`config.mk`:
```
export PLATFORM = sky130hd
export DESIGN_NAME = hex_text_can_frame_parser_core
export DESIGN_NICKNAME = d
export VERILOG_FILES = /design/src/rtl/hexcan_pkg.sv /design/src/rtl/hexcan_line.sv /design/src/rtl/hexcan_out_buf.sv /design/src/rtl/hex_text_can_frame_parser_core.sv
export SDC_FILE = /design/constraint.sdc
export NUM_CORES = 1
export LEC_CHECK = 0
export BUFFER_PORTS_ARGS = -buffer_cell sky130_fd_sc_hd__clkbuf_2
export CORE_MARGIN = 2
export CORE_UTILIZATION = 25
export CTS_BUF_LIST = sky130_fd_sc_hd__clkbuf_8
export CTS_CLUSTER_DIAMETER = 150
export DETAILED_ROUTE_END_ITERATION = 16
export PLACE_DENSITY = 0.47
export SYNTH_ARGS = -nofsm -noshare
export SYNTH_HDL_FRONTEND = slang
export SYNTH_HIERARCHICAL = 1
export SYNTH_SLANG_ARGS = --single-unit
```
`constraint.sdc`:
```
create_clock -name clk -period 9.6 [get_ports clk]
set_input_delay 1.92 -clock clk [delete_from_list [all_inputs] [get_ports clk]]
set_output_delay 1.92 -clock clk [all_outputs]
set_load 0.02 [all_outputs]
```
`src/rtl/hexcan_pkg.sv`:
```
package hexcan_pkg;

	localparam int STORE_DEPTH = 8;
	localparam int MAX_DATA_BYTES_DEF = 8;
	localparam int IDX_W = $clog2(STORE_DEPTH);

	localparam logic [7:0] CH_CR   = 8'd13;
	localparam logic [7:0] CH_ZERO = 8'h30;
	localparam logic [7:0] CH_NINE = 8'h39;
	localparam logic [7:0] CH_A    = 8'h61;
	localparam logic [7:0] CH_F    = 8'h66;

	localparam logic [5:0] POS_MAX    = 6'd63;
	localparam logic [5:0] ID_DIGITS  = 6'd3;
	localparam logic [5:0] DATA_START = 6'd4;

	// Position within a three-character data group
	typedef enum logic [1:0] {
		PH_HIGH = 2'd0,
		PH_LOW  = 2'd1,
		PH_SEP  = 2'd2
	} phase_t;

	typedef struct packed {
		logic                        valid;
		logic [11:0]                 id;
		logic [3:0]                  count;
		logic [STORE_DEPTH-1:0][7:0] bytes;
		logic                        overflow;
	} frame_t;

	// Bit 4 set for a non-hex character, else the nibble value.
	function automatic logic [4:0] hex_value(logic [7:0] c);
		logic [4:0] v;
		begin
			if (c >= CH_ZERO && c <= CH_NINE) begin
				v = {1'b0, 4'(c - CH_ZERO)};
			end else if (c >= CH_A && c <= CH_F) begin
				v = {1'b0, 4'(c - CH_A + 8'd10)};
			end else begin
				v = 5'h10;
			end
			return v;
		end
	endfunction

endpackage

```
`src/rtl/hexcan_line.sv`:
```
module hexcan_line #(
	parameter int MAX_DATA_BYTES = hexcan_pkg::MAX_DATA_BYTES_DEF
) (
	input  logic               clk,
	input  logic               arst_n,
	input  logic               char_accept,
	input  logic [7:0]         text_char,
	output logic               line_end,
	output hexcan_pkg::frame_t frame
);

	logic [5:0]  pos_q;
	logic [11:0] id_q;
	logic        id_bad_q;
	logic [3:0]  hi_q;
	logic        stopped_q;
	logic [3:0]  count_q;
	logic        ovf_q;
	hexcan_pkg::phase_t phase_q;
	logic [hexcan_pkg::STORE_DEPTH-1:0][7:0] store_q;

	logic [4:0] hv;
	logic       is_cr;
	logic       in_id;
	logic       in_data;
	logic       room;
	logic       line_ok;

	assign hv      = hexcan_pkg::hex_value(text_char);
	assign is_cr   = (text_char == hexcan_pkg::CH_CR);
	assign in_id   = (pos_q < hexcan_pkg::ID_DIGITS);
	assign in_data = (pos_q >= hexcan_pkg::DATA_START) && (pos_q < hexcan_pkg::POS_MAX);
	assign room    = (count_q < 4'(MAX_DATA_BYTES));
	assign line_end = char_accept && is_cr;

	// Store is zeroed on every line end, so unused bytes already read as zero
	assign line_ok        = (pos_q >= hexcan_pkg::ID_DIGITS) && !id_bad_q;
	assign frame.valid    = line_ok;
	assign frame.id       = line_ok ? id_q : '0;
	assign frame.count    = line_ok ? count_q : '0;
	assign frame.bytes    = line_ok ? store_q : '0;
	assign frame.overflow = line_ok && ovf_q;

	always_ff @(posedge clk or negedge arst_n) begin
		if (!arst_n) begin
			pos_q     <= '0;
			id_q      <= '0;
			id_bad_q  <= 1'b0;
			hi_q      <= '0;
			stopped_q <= 1'b0;
			count_q   <= '0;
			ovf_q     <= 1'b0;
			phase_q   <= hexcan_pkg::PH_HIGH;
			store_q   <= '0;
		end else if (char_accept) begin
			if (is_cr) begin
				pos_q     <= '0;
				id_q      <= '0;
				id_bad_q  <= 1'b0;
				hi_q      <= '0;
				stopped_q <= 1'b0;
				count_q   <= '0;
				ovf_q     <= 1'b0;
				phase_q   <= hexcan_pkg::PH_HIGH;
				store_q   <= '0;
			end else begin
				if (in_id && !id_bad_q) begin
					if (!hv[4]) begin
						id_q <= {id_q[7:0], hv[3:0]};
					end else begin
						id_bad_q <= 1'b1;
					end
				end
				if (in_data) begin
					case (phase_q)
						hexcan_pkg::PH_HIGH: phase_q <= hexcan_pkg::PH_LOW;
						hexcan_pkg::PH_LOW:  phase_q <= hexcan_pkg::PH_SEP;
						default:             phase_q <= hexcan_pkg::PH_HIGH;
					endcase
					if (!stopped_q) begin
						case (phase_q)
							hexcan_pkg::PH_HIGH: begin
								if (!hv[4]) begin
									hi_q <= hv[3:0];
								end else begin
									stopped_q <= 1'b1;
								end
							end
							hexcan_pkg::PH_LOW: begin
								if (hv[4]) begin
									stopped_q <= 1'b1;
								end else if (room) begin
									store_q[count_q[hexcan_pkg::IDX_W-1:0]] <= {hi_q, hv[3:0]};
									count_q <= count_q + 4'd1;
								end else begin
									ovf_q <= 1'b1;
								end
							end
							default: begin
								// separator: skip
							end
						endcase
					end
				end
				if (pos_q < hexcan_pkg::POS_MAX) begin
					pos_q <= pos_q + 6'd1;
				end
			end
		end
	end

endmodule

```
`src/rtl/hexcan_out_buf.sv`:
```
module hexcan_out_buf (
	input  logic               clk,
	input  logic               arst_n,
	input  logic               push,
	input  hexcan_pkg::frame_t push_frame,
	output logic               can_take,
	output logic               out_valid,
	input  logic               out_ready,
	output hexcan_pkg::frame_t out_frame
);

	logic               out_valid_q;
	logic               skid_valid_q;
	hexcan_pkg::frame_t out_q;
	hexcan_pkg::frame_t skid_q;
	logic               out_free;

	assign out_free  = out_ready || !out_valid_q;
	assign can_take  = !skid_valid_q;
	assign out_valid = out_valid_q;
	assign out_frame = out_q;

	always_ff @(posedge clk or negedge arst_n) begin
		if (!arst_n) begin
			out_valid_q  <= 1'b0;
			skid_valid_q <= 1'b0;
		end else if (out_free) begin
			if (skid_valid_q) begin
				skid_valid_q <= 1'b0;
				out_valid_q  <= 1'b1;
			end else begin
				out_valid_q <= push;
			end
		end else if (push) begin
			skid_valid_q <= 1'b1;
		end
	end

	// Payload: when the output slot is free, load it from the skid, else with the new word; else park the new word
	always_ff @(posedge clk) begin
		if (out_free) begin
			if (skid_valid_q) begin
				out_q <= skid_q;
			end else if (push) begin
				out_q <= push_frame;
			end
		end else if (push) begin
			skid_q <= push_frame;
		end
	end

endmodule

```
`src/rtl/hex_text_can_frame_parser_core.sv`:
```
// Accepts one character per cycle when in_ready is high; in_ready drops only
// while the skid stage holds a word because the output is stalled.
// A carriage return, once accepted, registers its frame into the output slot, or
// into the skid stage while the output is stalled; other characters give no word.
// Reset (arst_n low, asynchronous) clears the line state, the stored data
// bytes and the valid flags of both output slots.
module hex_text_can_frame_parser_core #(
	parameter int MAX_DATA_BYTES = hexcan_pkg::MAX_DATA_BYTES_DEF
) (
	input  logic        clk,
	input  logic        arst_n,
	input  logic        in_valid,
	output logic        in_ready,
	input  logic [7:0]  text_char,
	output logic        out_valid,
	input  logic        out_ready,
	output logic        frame_valid,
	output logic [11:0] frame_id,
	output logic [3:0]  byte_count,
	output logic [7:0]  data_byte_0,
	output logic [7:0]  data_byte_1,
	output logic [7:0]  data_byte_2,
	output logic [7:0]  data_byte_3,
	output logic [7:0]  data_byte_4,
	output logic [7:0]  data_byte_5,
	output logic [7:0]  data_byte_6,
	output logic [7:0]  data_byte_7,
	output logic        data_overflow
);

	logic               accept;
	logic               line_end;
	hexcan_pkg::frame_t line_frame;
	hexcan_pkg::frame_t out_frame;

	assign accept = in_valid && in_ready;

	hexcan_line #(
		.MAX_DATA_BYTES(MAX_DATA_BYTES)
	) u_line (
		.clk         (clk),
		.arst_n      (arst_n),
		.char_accept (accept),
		.text_char   (text_char),
		.line_end    (line_end),
		.frame       (line_frame)
	);

	hexcan_out_buf u_out (
		.clk        (clk),
		.arst_n     (arst_n),
		.push       (line_end),
		.push_frame (line_frame),
		.can_take   (in_ready),
		.out_valid  (out_valid),
		.out_ready  (out_ready),
		.out_frame  (out_frame)
	);

	assign frame_valid   = out_frame.valid;
	assign frame_id      = out_frame.id;
	assign byte_count    = out_frame.count;
	assign data_byte_0   = out_frame.bytes[0];
	assign data_byte_1   = out_frame.bytes[1];
	assign data_byte_2   = out_frame.bytes[2];
	assign data_byte_3   = out_frame.bytes[3];
	assign data_byte_4   = out_frame.bytes[4];
	assign data_byte_5   = out_frame.bytes[5];
	assign data_byte_6   = out_frame.bytes[6];
	assign data_byte_7   = out_frame.bytes[7];
	assign data_overflow = out_frame.overflow;

endmodule
```
# Word-level counts from Yosys, hierarchy flattened
# Index checks and enable logic that the tools add are counted.
# totals
out_inout_bits	84
mem_bits_rw	0
latchBits	0
reg_bits	261
n_memories	0
mem_bits_ro	0
# classes
bitwise	1
n_mux	52
eq_ne	5
reduce_logical	33
magnitude_cmp	11
mul	0
add_sub_neg	5
shifts	0
n_div	0
# ops
cell	count
2-to-1 mux 64 bit	7
2-to-1 mux 82 bit	2
bitwise mux 64 bit	1
2-to-1 mux 12 bit	4
2-to-1 mux 4 bit	12
demux 8 bit (select 3 bit)	1
nonzero test 2 bit	9
2-to-1 mux 1 bit	17
2-to-1 mux 6 bit	2
AND reduction 6 bit	2
2-to-1 mux 5 bit	2
logical AND 1 bit	9
== test 8 x 4 -> 1 bit (second input constant)	1
greater-or-equal comparator 8 x 6 -> 1 bit (second input constant)	1
greater-or-equal comparator 8 x 7 -> 1 bit (second input constant)	1
<= comparator 8 x 6 -> 1 bit (second input constant)	1
<= comparator 8 x 7 -> 1 bit (second input constant)	1
2-to-1 mux 8 bit	1
AND reduction 2 bit	4
subtractor 4 x 1 -> 4 bit (second input constant)	2
adder 6 x 1 -> 6 bit (second input constant)	1
greater-or-equal comparator 6 x 2 -> 1 bit (second input constant)	1
greater-or-equal comparator 6 x 3 -> 1 bit (second input constant)	1
less-than comparator 6 x 2 -> 1 bit (second input constant)	1
other kinds (18)	23

# Logic depth before layout (Yosys ltp)
# logic_depth
depth_word	11
depth_mapped	12
ltp_nobuf	8

# Cells and area by module
# The synthesis kept the hierarchy.
# by_module_without_submodules
mod	cells_per_inst	instances	area_each_um2
hexcan_out_buf	265	1	6211.0
hexcan_line	491	1	4780.8
hex_text_can_frame_parser_core	1	1	6.3

# Worst setup path after synthesis
# Ideal clock, no wire load.
# synth_timing
path_type	in2reg
startpoint	input text_char[1]
endpoint	register u_out.out_q, in the netlist u_out/out_frame[0], enable pin
path_buffers	2
slack_ps	1957
setup_time_ps	549
t_required_ps	9051
t_arrival_ps	7093
cell_stages	9
cell_sequence	inv_1 ha_1 and4_1 buf_2 nand2_1 inv_2 clkbuf_1 nor2_1 a21oi_1
# synth_via
elab_chain_cells	4
# synth_lines
item	line_no	text
start: declaration	hex_text_can_frame_parser_core.sv:14	input logic [7:0] text_char,
== test 8 x 4 -> 1 bit	hexcan_line.sv:30	assign is_cr = (text_char == hexcan_pkg::CH_CR);
logical AND 1 bit	hexcan_line.sv:34	assign line_end = char_accept && is_cr;
net line_end	hex_text_can_frame_parser_core.sv:32	logic line_end;
nonzero test 2 bit (no source line)	--	
AND reduction 2 bit (no source line)	--	
end signal: assignment	hexcan_out_buf.sv:43	out_q <= skid_q;
end signal: assignment	hexcan_out_buf.sv:45	out_q <= push_frame;
end: declaration	hexcan_out_buf.sv:14	hexcan_pkg::frame_t out_q;
# The timed path passes the listed nets, and every way through them passes these cells.
# A chain may end at the register's enable or synchronous reset.

# Worst setup path in the final report
# layout_timing
startpoint	input text_char[1]
endpoint	register u_out.out_q, in the netlist u_out/out_frame[71], enable pin
# Same word-level chain as after synthesis.

==> flow_summary_export.csv <==
group,metric,value,unit
outcome,status,"finished clean",
place,gp_congestion,0.735,
global_routing,grt_use_total,10.6,%
routing,drc,0,
setup_path,crit_fanout,82,
routing,dr.pass1.iters,5,
logic_synthesis,ys_ff_latch,261,
setup_path,cp.arrival,4.79,ns
clock_network,cts_tree,"built",
place,portBuffers,95,
routing,wirelength,23800,µm
layout,layout_commonest_cell,"edfxtp_1",
clock_network,insertion_delay,0.55,ns
min_path,hp-class,"reg2reg",
timing,fin_setup_tns,0,ns
floorplanning,die_area,45700,µm²
setup_path,slowest_stage,"buf_4",
floorplanning,die_w,214,µm
clock_network,cts_hold_buf,0,
logic_synthesis,syn_area,11000,µm²
setup_path,crit_chain,"clkbuf_2 -> inv_1 -> ha_1 -> and4_1 -> nand2_2 -> buf_4 -> inv_2 -> nor2_1 -> a21oi_4 -> buf_4",
floorplanning,rows,76,
clock_network,clk_pin_slew,0.06,ns
global_routing,grtUsageMet3,2.45,%
routing,wl_per_cell,16.1,µm
timing,hold_viol,0,
setup_path,criticalPathCategory,"in2reg",
setup_path,worst-path-buf-inv,5,
pwr,ir_drop,0.0000674,V
global_routing,grt_pass1_wl,37600,µm
global_routing,antenna_found_initial,0,
routing,vias_per_cell,4.24,
clock_network,cts_root_buf,"clkbuf_8",
global_routing,grt_overflow,0,
setup_path,crit_top_cell,"buf_4",
routing,drtIter0Drc,504,
run,max-cap-violations,0,
clock_network,cts_buffers,46,
pwr,p_per_area,176,nW/µm²
clock_network,cts_max_path_buffers,3,
setup_path,cp-start-kind,"input port",
logic_synthesis,syn_nets,775,
logic_synthesis,synth_ff_type,"edfxtp_1",
global_routing,met1_usage,14.5,%
logic_synthesis,synthCells,757,
timing,period_minus_slack,4.64,ns
floorplanning,pin_count,96,
logic_synthesis,async_flop_share,37.2,%
timing,rsz0062_at_grt,"no",
setup_path,cp.required,9.75,ns
setup_path,endpoint_kind,"flip-flop",
floorplanning,start_util,25.4,%
timing,drv_slew,0,
global_routing,grt_max_degree,83,
clock_network,cts_sinks,261,
logic_synthesis,synth_edf_count,164,
layout,drive_gt1_share,28.4,%
timing,setup_viol,0,
layout,fin_util,29.7,%
timing,slew-limit-headroom,23.3,%
routing,ant_nets,0,
clock_network,htree_levels,2,
floorplanning,die_h,214,µm
place,dp_hpwl,14800,µm
timing,fmax,216,MHz
timing,skew,0.0253,ns
setup_path,max_stage_delay,0.73,ns
global_routing,grt_pass1_vias,6549,
pwr,leakage,0.00519,µW
floorplanning,core,43300,µm²
global_routing,top_usage_layer,"met2",
setup_path,cp_top_family,"buffers and inverters",
logic_synthesis,avgSynthCellArea,14.5,µm²
timing,finalCritPeriodShare,48.3,%
logic_synthesis,yosysWarningCount,6,
global_routing,grtUsageMet2,16.8,%
timing,worst_pin_slew,1.15,ns
logic_synthesis,seq_area_frac_synth,66.8,%
clock_network,postCtsSetupRepairBufs,0,
clock_network,post_cts_resize_count,0,
layout,diodes,0,
logic_synthesis,ys_types,58,
layout,syn_to_final_growth,16.9,%
layout,fin_nets,879,
routing,vias,6285,
layout,layout_common_cells,"edfxtp_1, dfrtp_1, clkbuf_2",
## worst paths after layout
kind,start,endpoint,slack [ns],cells after the start
max,text_char[1],u_out/out_frame[71],4.96,10
min,u_line/store_q[36],u_line/store_q[36],0.49,2
max reg2reg,u_out/skid_valid_q,u_out/out_frame[71],6.13,8
min reg2reg,u_line/store_q[36],u_line/store_q[36],0.49,2
max in group asynchronous,arst_n,u_line/store_q[59],7.05,2
min in group asynchronous,arst_n,u_out/skid_valid_q,1.41,1
## worst reg2reg max path, delay by kind of cell (launching register included)
kind                   cells  cell delay (ns)
AOI/OAI and AO/OA          1             0.04
buffers and inverters      4             1.42
and+or+nand+nor            3             0.63
DFF                        1             0.78
## layout make-up
cell class	count	area (µm²)
clock buffers	52	716
clock inverters	33	133
fillers	4416	30400
inverters	15	56.3
multi-input cells	436	3340
flip-flops and latches	261	7360
well taps	585	732
repair buffers	101	523
## cells in the mapped netlist, types with 6 or more instances
library cell / instances / area (µm²)
inv_1: 14 / 52.6
nand4_1: 11 / 68.8
nand2_1: 33 / 124
o21ai_0: 47 / 235
mux2_2: 26 / 293
edfxtp_1: 164 / 4920
mux2_1: 9 / 101
clkbuf_1: 16 / 60.1
buf_6: 7 / 78.8
nand3_1: 51 / 255
buf_4: 10 / 75.1
o21ai_1: 16 / 80.1
ha_1: 6 / 75.1
and2_1: 84 / 526
nor2_1: 24 / 90.1
mux2_4: 50 / 751
buf_2: 10 / 50.1
a32o_1: 16 / 160
dfrtp_1: 97 / 2430
## sequential cells by signal, summed over array words and instances (netlist names)
name and cells:
u_line/store_q 64, u_out/out_valid 1, u_line/stopped_q 1, u_out/out_frame 82
u_line/ovf_q 1, u_line/id_bad_q 1, u_line/id_q 12, u_out/skid_q 82
u_out/skid_valid_q 1, u_line/phase_q 2, u_line/count_q 4, u_line/hi_q 4
u_line/pos_q 6
## report_power, final
group	total (µW)	leakage [µW]	switching (µW)	internal, µW
logic	101	0.00171	68.0	33.2
registers	1230	0.00299	24.1	1210
clock network	935	0.000497	441	494
total	2270	0.00519	533	1730
## metal layers
metal,routed length (µm),vias to the layer above
met5,0,-
met4,372,0
met1,11200,3119
met2,10900,137
li1,-,2994
met3,1330,35
## per-stage QoR
step                      instance area [µm²]  power (µW)  worst slack, ns  hold slack (ns)  cells
after detailed placement                12000        1360             4.35            0.483   1398
after global placement                  12000        1350             4.45            0.476   1398
after floorplan                         11000        1320             1.96            0.458    757
after CTS                               12900        2310             4.95            0.496   1483
final                                   12900        2270             4.96            0.490   1483
after global routing                    12900        2380             4.68            0.520   1483
## kinds of logic (layout without fill, tap and decap cells)
kind of cell	Yosys count	in the layout	share of synthesized area (%)
AOI/OAI and AO/OA	105	105	6.42
xor gates and xnor gates	5	5	0.398
adders and majority gates	6	6	0.683
buffers and inverters	60	201	2.98
DFF	261	261	66.8
muxes	86	86	10.5
and+or+nand+nor	234	234	12.2
(Power assumes the default switching activity.)
